File: config.mk
export PLATFORM = sky130hd
export DESIGN_NAME = lfwb_quot_pipe
export DESIGN_NICKNAME = d
export VERILOG_FILES = /design/src/rtl/lfwb_pkg.sv /design/src/rtl/lfwb_quot_pipe.sv
export SDC_FILE = /design/constraint.sdc
export NUM_CORES = 2
export LEC_CHECK = 0
export BUFFER_PORTS_ARGS = -buffer_cell sky130_fd_sc_hd__buf_2
export CAP_MARGIN = 20
export CORE_MARGIN = 2
export CORE_UTILIZATION = 60
export CTS_CLUSTER_DIAMETER = 50
export CTS_CLUSTER_SIZE = 28
export DETAILED_ROUTE_END_ITERATION = 8
export GPL_ROUTABILITY_DRIVEN = 0
export PLACE_DENSITY = 0.82
export SYNTH_ARGS = -nofsm -noshare
export SYNTH_HDL_FRONTEND = slang
export SYNTH_SLANG_ARGS = --single-unit
export TNS_END_PERCENT = 50
File: constraint.sdc
create_clock -name clk -period 4.4 [get_ports clk]
set_clock_uncertainty 0.2 [all_clocks]
set_input_delay 0.88 -clock clk [delete_from_list [all_inputs] [get_ports clk]]
set_output_delay 0.88 -clock clk [all_outputs]
set_load 0.01 [all_outputs]
File: src/rtl/lfwb_pkg.sv
// ----------------------------------------------------------------------------
// lfwb_pkg
// Types, widths and register codes shared by the fill/wipe blend block.
// ----------------------------------------------------------------------------
package lfwb_pkg;

	// Field widths
	localparam int IDX_W     = 10;
	localparam int COL_W     = 8;
	localparam int TIME_W    = 16;
	localparam int CFG_W     = 16;
	localparam int LEN_W     = 11;
	localparam int POS_DEN_W = LEN_W;
	localparam int HSV_W     = 3 * COL_W;

	// Fixed-point layout
	localparam int PROD_W     = TIME_W + CFG_W;
	localparam int SPEED_FRAC = 8;
	localparam int POS_FRAC   = 16;
	localparam int LAG_W      = 27;
	localparam int SLOPE_FRAC = 8;
	localparam int MPROD_W    = LAG_W + CFG_W;
	localparam int ALPHA_W    = 17;
	localparam logic [ALPHA_W-1:0] ALPHA_ONE = ALPHA_W'(65536);
	localparam logic [CFG_W-1:0] SPEED_UNITY = CFG_W'(256);

	// Stream widths
	localparam int TDATA_IN_W  = 56;
	localparam int TDATA_OUT_W = 40;

	// Configuration port
	localparam int CFG_IDX_W = 3;

	typedef enum logic [CFG_IDX_W-1:0] {
		CFG_FILL_HUE     = 3'd0,
		CFG_FILL_SAT     = 3'd1,
		CFG_FILL_VAL     = 3'd2,
		CFG_EDGE_SLOPE   = 3'd3,
		CFG_SWEEP_SPEED  = 3'd4,
		CFG_SPAN_TICKS   = 3'd5,
		CFG_STRIP_LENGTH = 3'd6
	} cfg_reg_t;

	// Register reset values
	localparam logic [COL_W-1:0] RST_FILL        = '0;
	localparam logic [CFG_W-1:0] RST_EDGE_SLOPE  = '0;
	localparam logic [CFG_W-1:0] RST_SWEEP_SPEED = SPEED_UNITY;
	localparam logic [CFG_W-1:0] RST_SPAN_TICKS  = '0;
	localparam logic [LEN_W-1:0] RST_STRIP_LEN   = LEN_W'(2);

	localparam int DEFAULT_MAX_PIXELS = 1024;

	typedef struct packed {
		logic [COL_W-1:0] h;
		logic [COL_W-1:0] s;
		logic [COL_W-1:0] v;
	} hsv_t;

	// Item as it travels down the pipeline
	typedef struct packed {
		logic             render;
		logic [IDX_W-1:0] idx;
		logic [IDX_W-1:0] addr;
		hsv_t             col;
	} item_t;

	// Finished result beat
	typedef struct packed {
		logic [IDX_W-1:0] idx;
		hsv_t             col;
	} res_t;

endpackage

File: src/rtl/lfwb_quot_pipe.sv
// ----------------------------------------------------------------------------
// lfwb_quot_pipe
// Restoring divider pipeline, one quotient bit per stage, running the time
// lag and the strip position divisions side by side with the store address
// reduction.
// ----------------------------------------------------------------------------
module lfwb_quot_pipe #(
	parameter int MAX_PIXELS = lfwb_pkg::DEFAULT_MAX_PIXELS
) (
	input  logic                           clk,
	input  logic                           arst_n,
	input  logic                           en,
	input  logic                           in_vld,
	input  lfwb_pkg::item_t                in_item,
	input  logic [lfwb_pkg::PROD_W-1:0]    in_prod,
	input  logic [lfwb_pkg::CFG_W-1:0]     span,
	input  logic [lfwb_pkg::POS_DEN_W-1:0] pos_den,
	output logic                           out_vld,
	output lfwb_pkg::item_t                out_item,
	output logic [lfwb_pkg::LAG_W-1:0]     lag,
	output logic                           lag_sat,
	output logic [lfwb_pkg::LAG_W-1:0]     pos
);

	localparam int STEPS  = lfwb_pkg::LAG_W;
	localparam int DVD_W  = lfwb_pkg::PROD_W + lfwb_pkg::SPEED_FRAC;
	localparam int SPAN_W = lfwb_pkg::CFG_W;
	localparam int PDEN_W = lfwb_pkg::POS_DEN_W;
	localparam int IDX_W  = lfwb_pkg::IDX_W;

	logic [STEPS-1:0]  vld_q;
	lfwb_pkg::item_t   item_q [STEPS];
	logic [SPAN_W-1:0] lrem_q [STEPS];
	logic [STEPS-1:0]  ldq_q  [STEPS];
	logic [PDEN_W-1:0] prem_q [STEPS];
	logic [STEPS-1:0]  pdq_q  [STEPS];
	logic              sat_q  [STEPS];

	lfwb_pkg::item_t   n_item [STEPS];
	logic [SPAN_W-1:0] n_lrem [STEPS];
	logic [STEPS-1:0]  n_ldq  [STEPS];
	logic [PDEN_W-1:0] n_prem [STEPS];
	logic [STEPS-1:0]  n_pdq  [STEPS];
	logic              n_sat  [STEPS];

	// One compare-subtract step per stage for both quotients
	always_comb begin
		logic [DVD_W-1:0]  dvd;
		lfwb_pkg::item_t   c_item;
		logic [SPAN_W-1:0] c_lrem;
		logic [STEPS-1:0]  c_ldq;
		logic [PDEN_W-1:0] c_prem;
		logic [STEPS-1:0]  c_pdq;
		logic              c_sat;
		logic [SPAN_W:0]   lt;
		logic [PDEN_W:0]   pt;
		logic              lge;
		logic              pge;
		logic [31:0]       sub;

		dvd = {in_prod, {lfwb_pkg::SPEED_FRAC{1'b0}}};
		for (int j = 0; j < STEPS; j++) begin
			if (j == 0) begin
				// Bits above the quotient width seed the remainder
				c_item = in_item;
				c_lrem = SPAN_W'(dvd[DVD_W-1:STEPS]);
				c_ldq  = dvd[STEPS-1:0];
				c_prem = '0;
				c_pdq  = STEPS'(in_item.idx) << lfwb_pkg::POS_FRAC;
				c_sat  = SPAN_W'(dvd[DVD_W-1:STEPS]) >= span;
			end else begin
				c_item = item_q[j-1];
				c_lrem = lrem_q[j-1];
				c_ldq  = ldq_q[j-1];
				c_prem = prem_q[j-1];
				c_pdq  = pdq_q[j-1];
				c_sat  = sat_q[j-1];
			end

			lt  = {c_lrem, c_ldq[STEPS-1]};
			lge = lt >= {1'b0, span};
			n_lrem[j] = lge ? SPAN_W'(lt - {1'b0, span}) : lt[SPAN_W-1:0];
			n_ldq[j]  = {c_ldq[STEPS-2:0], lge};

			pt  = {c_prem, c_pdq[STEPS-1]};
			pge = pt >= {1'b0, pos_den};
			n_prem[j] = pge ? PDEN_W'(pt - {1'b0, pos_den}) : pt[PDEN_W-1:0];
			n_pdq[j]  = {c_pdq[STEPS-2:0], pge};

			n_sat[j]  = c_sat;
			n_item[j] = c_item;

			// Reduce the store address modulo the store depth, largest multiple first
			if (j < IDX_W) begin
				sub = 32'(MAX_PIXELS) << (IDX_W - 1 - j);
				if (32'(c_item.addr) >= sub) begin
					n_item[j].addr = IDX_W'(32'(c_item.addr) - sub);
				end
			end
		end
	end

	// Advance the valid line
	always_ff @(posedge clk or negedge arst_n) begin
		if (!arst_n) begin
			vld_q <= '0;
		end else if (en) begin
			vld_q <= {vld_q[STEPS-2:0], in_vld};
		end
	end

	// Advance the stage payloads
	always_ff @(posedge clk) begin
		if (en) begin
			for (int j = 0; j < STEPS; j++) begin
				item_q[j] <= n_item[j];
				lrem_q[j] <= n_lrem[j];
				ldq_q[j]  <= n_ldq[j];
				prem_q[j] <= n_prem[j];
				pdq_q[j]  <= n_pdq[j];
				sat_q[j]  <= n_sat[j];
			end
		end
	end

	assign out_vld  = vld_q[STEPS-1];
	assign out_item = item_q[STEPS-1];
	assign lag      = ldq_q[STEPS-1];
	assign lag_sat  = sat_q[STEPS-1];
	assign pos      = pdq_q[STEPS-1];

endmodule

---- Word-level counts from Yosys, hierarchy flattened ----
Memory sizes are Yosys's and may differ from the RTL's.
Cells that the tools add are included.
storage, ports and cells
  logic and storage cells ................. 172
  output and inout port bits .............. 101
  bits in registers ....................... 27
  RAM bits ................................ 3,429
  input bits .............................. 108
  memories ................................ 6
memories
  memory  words  width  read ports  clocked after memory_dff  wr ports  RTL line              source
  item_q  27     45     27          0                         27        lfwb_quot_pipe.sv:32  lfwb_pkg::item_t item_q [STEPS];
  ldq_q   27     27     27          0                         27        lfwb_quot_pipe.sv:34  logic [STEPS-1:0] ldq_q [STEPS];
  pdq_q   27     27     27          0                         27        lfwb_quot_pipe.sv:36  logic [STEPS-1:0] pdq_q [STEPS];
  lrem_q  27     16     26          0                         27        lfwb_quot_pipe.sv:33  logic [SPAN_W-1:0] lrem_q [STEPS];
  prem_q  27     11     26          0                         27        lfwb_quot_pipe.sv:35  logic [PDEN_W-1:0] prem_q [STEPS];
  sat_q   27     1      27          0                         27        lfwb_quot_pipe.sv:37  logic sat_q [STEPS];
operators by class
  add/sub/neg operators ................... 54
  order comparisons ....................... 55
  multiplexer cells ....................... 56
operator list
  cell                     count
  $ge A17 B16 Y1           26
  $mux W16                 27
  $sub A16 B16 Y16         26
  $ge A12 B11 Y1           26
  $mux W11                 27
  $sub A11 B11 Y11         26
  $ge A13 B16 Y1           1
  $ge A14 B16 Y1           1
  $sub A14 B16 Y16         1
  $ge A1 B11 Y1 const A    1
  $sub A1 B11 Y11 const A  1
  $mux W1                  2

---- Longest topological paths before layout ----
An unclocked memory read counts as a cell.
  word-level depth ........................ 3
  depth in mapped cells ................... 14
  mapped depth without buffers ............ 13

---- Least setup slack after synthesis ----
No wires, ideal clock.
  path kind ............................... in2reg
  from .................................... input span[1] in the netlist's numbering
  to ...................................... memory lrem_q[0][232] in the netlist's numbering (data pin)
  stages on the path ...................... 12
  path slack .............................. -0.199 ns
  setup time .............................. 0.262 ns
  buffers on the path ..................... 1
  arrival ................................. 4.137 ns
  data required time ...................... 3.938 ns
  path through ............................ inv_1 -> ha_1 -> nor2b_1 -> o31a_1 -> o41a_1 -> nor4b_4 -> o311ai_1 -> o211ai_2 -> nand2_1 -> a211oi_4 -> buf_6 -> mux2_1
RTL lines
  element      RTL line              source
  from (decl)  lfwb_quot_pipe.sv:16  input logic [lfwb_pkg::CFG_W-1:0] span,
  to (decl)    lfwb_quot_pipe.sv:33

==> impl_results.md <==
- Sequential element share of the synthesized area: 0.6899
- CTS H-tree lvls: 4
- I/O pin count: 209
- Crit path time final: roughly 3.8 ns
- Gate power share: 0.338
- WP data arrival: approximately 4.3 ns
- Syn nets: roughly 9000
- MaxCap Viol Count: 0
- Clock-pin slew on the worst setup and hold paths: roughly 0.070 ns
- Switching part of the total power: 0.3225
- Worst path cell trace: buf_2, clkinvlp_4, buf_12, ha_1, nor2b_1, o31ai_1, a21oi_1, o211ai_1, buf_4, a21oi_1, a2111o_1, a21oi_1, xnor2_1, mux2_2
- Reg-to-reg setup timing slack: ~0.85 ns
- CP bufs+invs: 4
- Vias in the first global route: about 70000
- #FFs+latches synth: 2898
- Family with the most delay on the worst path: compound AO/OA/AOI/OAI gates
- EDFF count, synth: around 2900
- Part of the power in registers: 0.424
- Final Max Slew Viols: 0
- Hold_ws: 0.05948 ns
- Largest area contributor in the synthesized netlist: edfxtp_1
- Critical path's largest stage delay: around 0.4 ns
- Global-route wire length before repair: about 370 mm
- Buffer count from post-CTS setup fixing: 0
- P_int: 0.06372 W
- Initial Util: 0.6022
- Top-count cell post-synth: edfxtp_1
- Initial antenna violation count: 2
- WL/cell: between 15 and 20 µm
- Drt via density: around 5.9
- DR iter-0 viols: 6291
- Levels on crit path: 14
- Fin crit share: 0.8707
- DIE AREA: ~210000 µm²
- Switching pwr: 0.03033 W
- Layout cell share with drive strength beyond 1: 0.1575
- Row count: 168
- Crit path launch type: input port
- DRT Pass-1 Iters: 8
- FMAX: approximately 260 MHz
- Worst-Skew Late Latency: roughly 0.89 ns
- Final Hold Fails: 0
- Status: finished clean
- Hold path depth: 1
- Post-route cell area: roughly 140000 µm²
- Crit end category: register
- GRT overflow: 0
- Post-Route WL: approximately 240 mm
- Worst path slowest cell: o31ai_1
- Post-synth top area share: 0.6845
- Worst Reg-to-Reg Cells: 11
- Power Total: ~0.094 W
- RSZ-0062 raised after global routing: false
- Slew HR: 0.3783
- Post-synth ARST share: 0.009317
- WS Path Type: in2reg
- Post-synth top cells: edfxtp_1, ha_1, a21oi_1
- Largest net degree at the start of global routing: around 150
- Core outline area: approximately 210000 µm²
- Port Buffers: 208
- Die X: 462.2 µm
- Cell mode on critical path: a21oi_1
- CTS Buf Count: 224
- Crit path required time: around 4.8 ns
- Predominant post-synthesis flop cell: edfxtp_1
- Lkg Pwr: 53.36 nW
- Yosys synthesis warning count: 0
- Hpwl dp: 149.6 mm
- Mapped cell area: between 100000 and 150000 µm²
- Clk root buf: clkbuf_16
- Post-CTS sizing: 0
- Area grow syn2layout: 12.58%
- Final setup vio count: 0
- Die H: approximately 460 µm
- Final nets: about 9700
- Avg Cell Area, Syn: roughly 15 µm²
- Clock share of power: 0.238
- Critical Path Fanout Max: 9
- Peak supply drop: ~0.00061 V
- Hold Path Class: in2reg
- DR DRC count: 0
- Count of cell types in the netlist: 76
- Placed cell area: 132800 µm²
- Vias: 69380
- Pwr per Cell Area: between 600 and 700 nW/µm²
- CTS tree: built
- # clock sinks: 2898
- Post-Syn Instances: about 8200
- Total global-route track usage: 0.2196
- Measured slew at the worst slew-check pin: 0.9311 ns
- Max Buffers Root-to-Sink: 3
- Synth top area cells: edfxtp_1, ha_1, mux2_2, xnor2_1, a21oi_1
- Routed Antenna Nets: 0
-- layout by cell type (no fill, tap or decap), types with 44 or more instances in the layout --
| master | count |
|---|---|
| nor3_1 | 99 |
| a21o_1 | 198 |
| ha_1 | 727 |
| buf_2 | 207 |
| nor2b_1 | 137 |
| mux2_2 | 414 |
| edfxtp_1 | 2871 |
| buf_12 | 60 |
| nand2b_1 | 144 |
| o21a_1 | 54 |
| o21bai_1 | 66 |
| dlygate4sd3_1 | 59 |
| a21oi_1 | 431 |
| nor2_1 | 402 |
| a21boi_0 | 44 |
| fa_1 | 51 |
| nand3_1 | 92 |
| inv_1 | 281 |
| xnor2_1 | 312 |
| a31oi_1 | 70 |
| nand2_1 | 346 |
| clkbuf_16 | 227 |
| mux2i_1 | 57 |
| buf_4 | 261 |
| nand4_1 | 96 |
| xor2_1 | 163 |
| o21ai_0 | 420 |
-- through the flow --
| stage | setup WS [ns] | setup TNS, ns | instances | utilization |
|---|---|---|---|---|
| 5_1_grt | 0.4560 | 0 | 11820 | 0.6779 |
| 4_1_cts | 0.7768 | 0 | 11820 | 0.6779 |
| 2_1_floorplan | 0.009661 | 0 | 8196 | - |
| 6_report | 0.5691 | 0 | 11820 | 0.6780 |
| 3_3_place_gp | -0.05031 | -1.561 | 11340 | 0.6347 |
| 3_5_place_dp | -0.1437 | -12.18 | 11340 | 0.6347 |
-- kinds of logic after synthesis --
logic type,after synthesis,synth area share
AOI/OAI and AO/OA,1589,0.07919
xor gates and xnor gates,475,0.03303
adders and majority gates,779,0.08043
buffers and inverters,477,0.01654
DFF,2898,0.6899
muxes,478,0.04217
and+or+nand+nor,1500,0.05878
-- power by group through the flow --
stage | logic, W | clock network (W) | registers [W]
detailed placement | 0.0309 | 0 | 0.0403
floorplan | 0.0235 | 0 | 0.0391
CTS | 0.0314 | 0.0229 | 0.0398
global route | 0.0351 | 0.0239 | 0.0403
global placement | 0.0292 | 0 | 0.0402
finish | 0.0318 | 0.0224 | 0.0398
-- flip-flops by register name (all words and copies together) (netlist names) --
signal	count
item_q	1215
ldq_q	549
lrem_q	416
pdq_q	378
prem_q	286
sat_q	27
vld_q	27
-- layer usage --
metal,vias to the layer above,track usage,part of all wire
met1,33930,0.2779,0.40
li1,32660,-,-
met2,2215,0.3844,0.51
met4,0,0.08492,0.039
met3,581,0.02986,0.053
met5,-,0,0
-- final timing paths --
| path | startpoint | endpoint |
|---|---|---|
| min reg2reg | pdq_q[1][42] | pdq_q[1][70] |
| min in group asynchronous | arst_n | vld_q[8] |
| max | span[1] | lrem_q[1][127] |
| min | in_prod[7] | ldq_q[0][16] |
| max reg2reg | lrem_q[1][117] | lrem_q[1][137] |
| max in group asynchronous | arst_n | vld_q[17] |
-- layout make-up --
type,count,area (µm²)
Timing Repair Buffer,587,4787
Clock inverter,190,2748
Antenna cell,3,7.507
Tap cell,2805,3510
Multi-Input combinational cell,4821,37060
Inverter,287,1092
Sequential cell,2898,86890
Clock buffer,232,5699
Fill cell,13390,67360
-- what timing repair did --
item,CTS,global route
hold buffers,59,0
hold endpoints to repair,85,0
endpoints found under the setup margin,0,0
No activity file was read; power rests on OpenSTA's default activity.
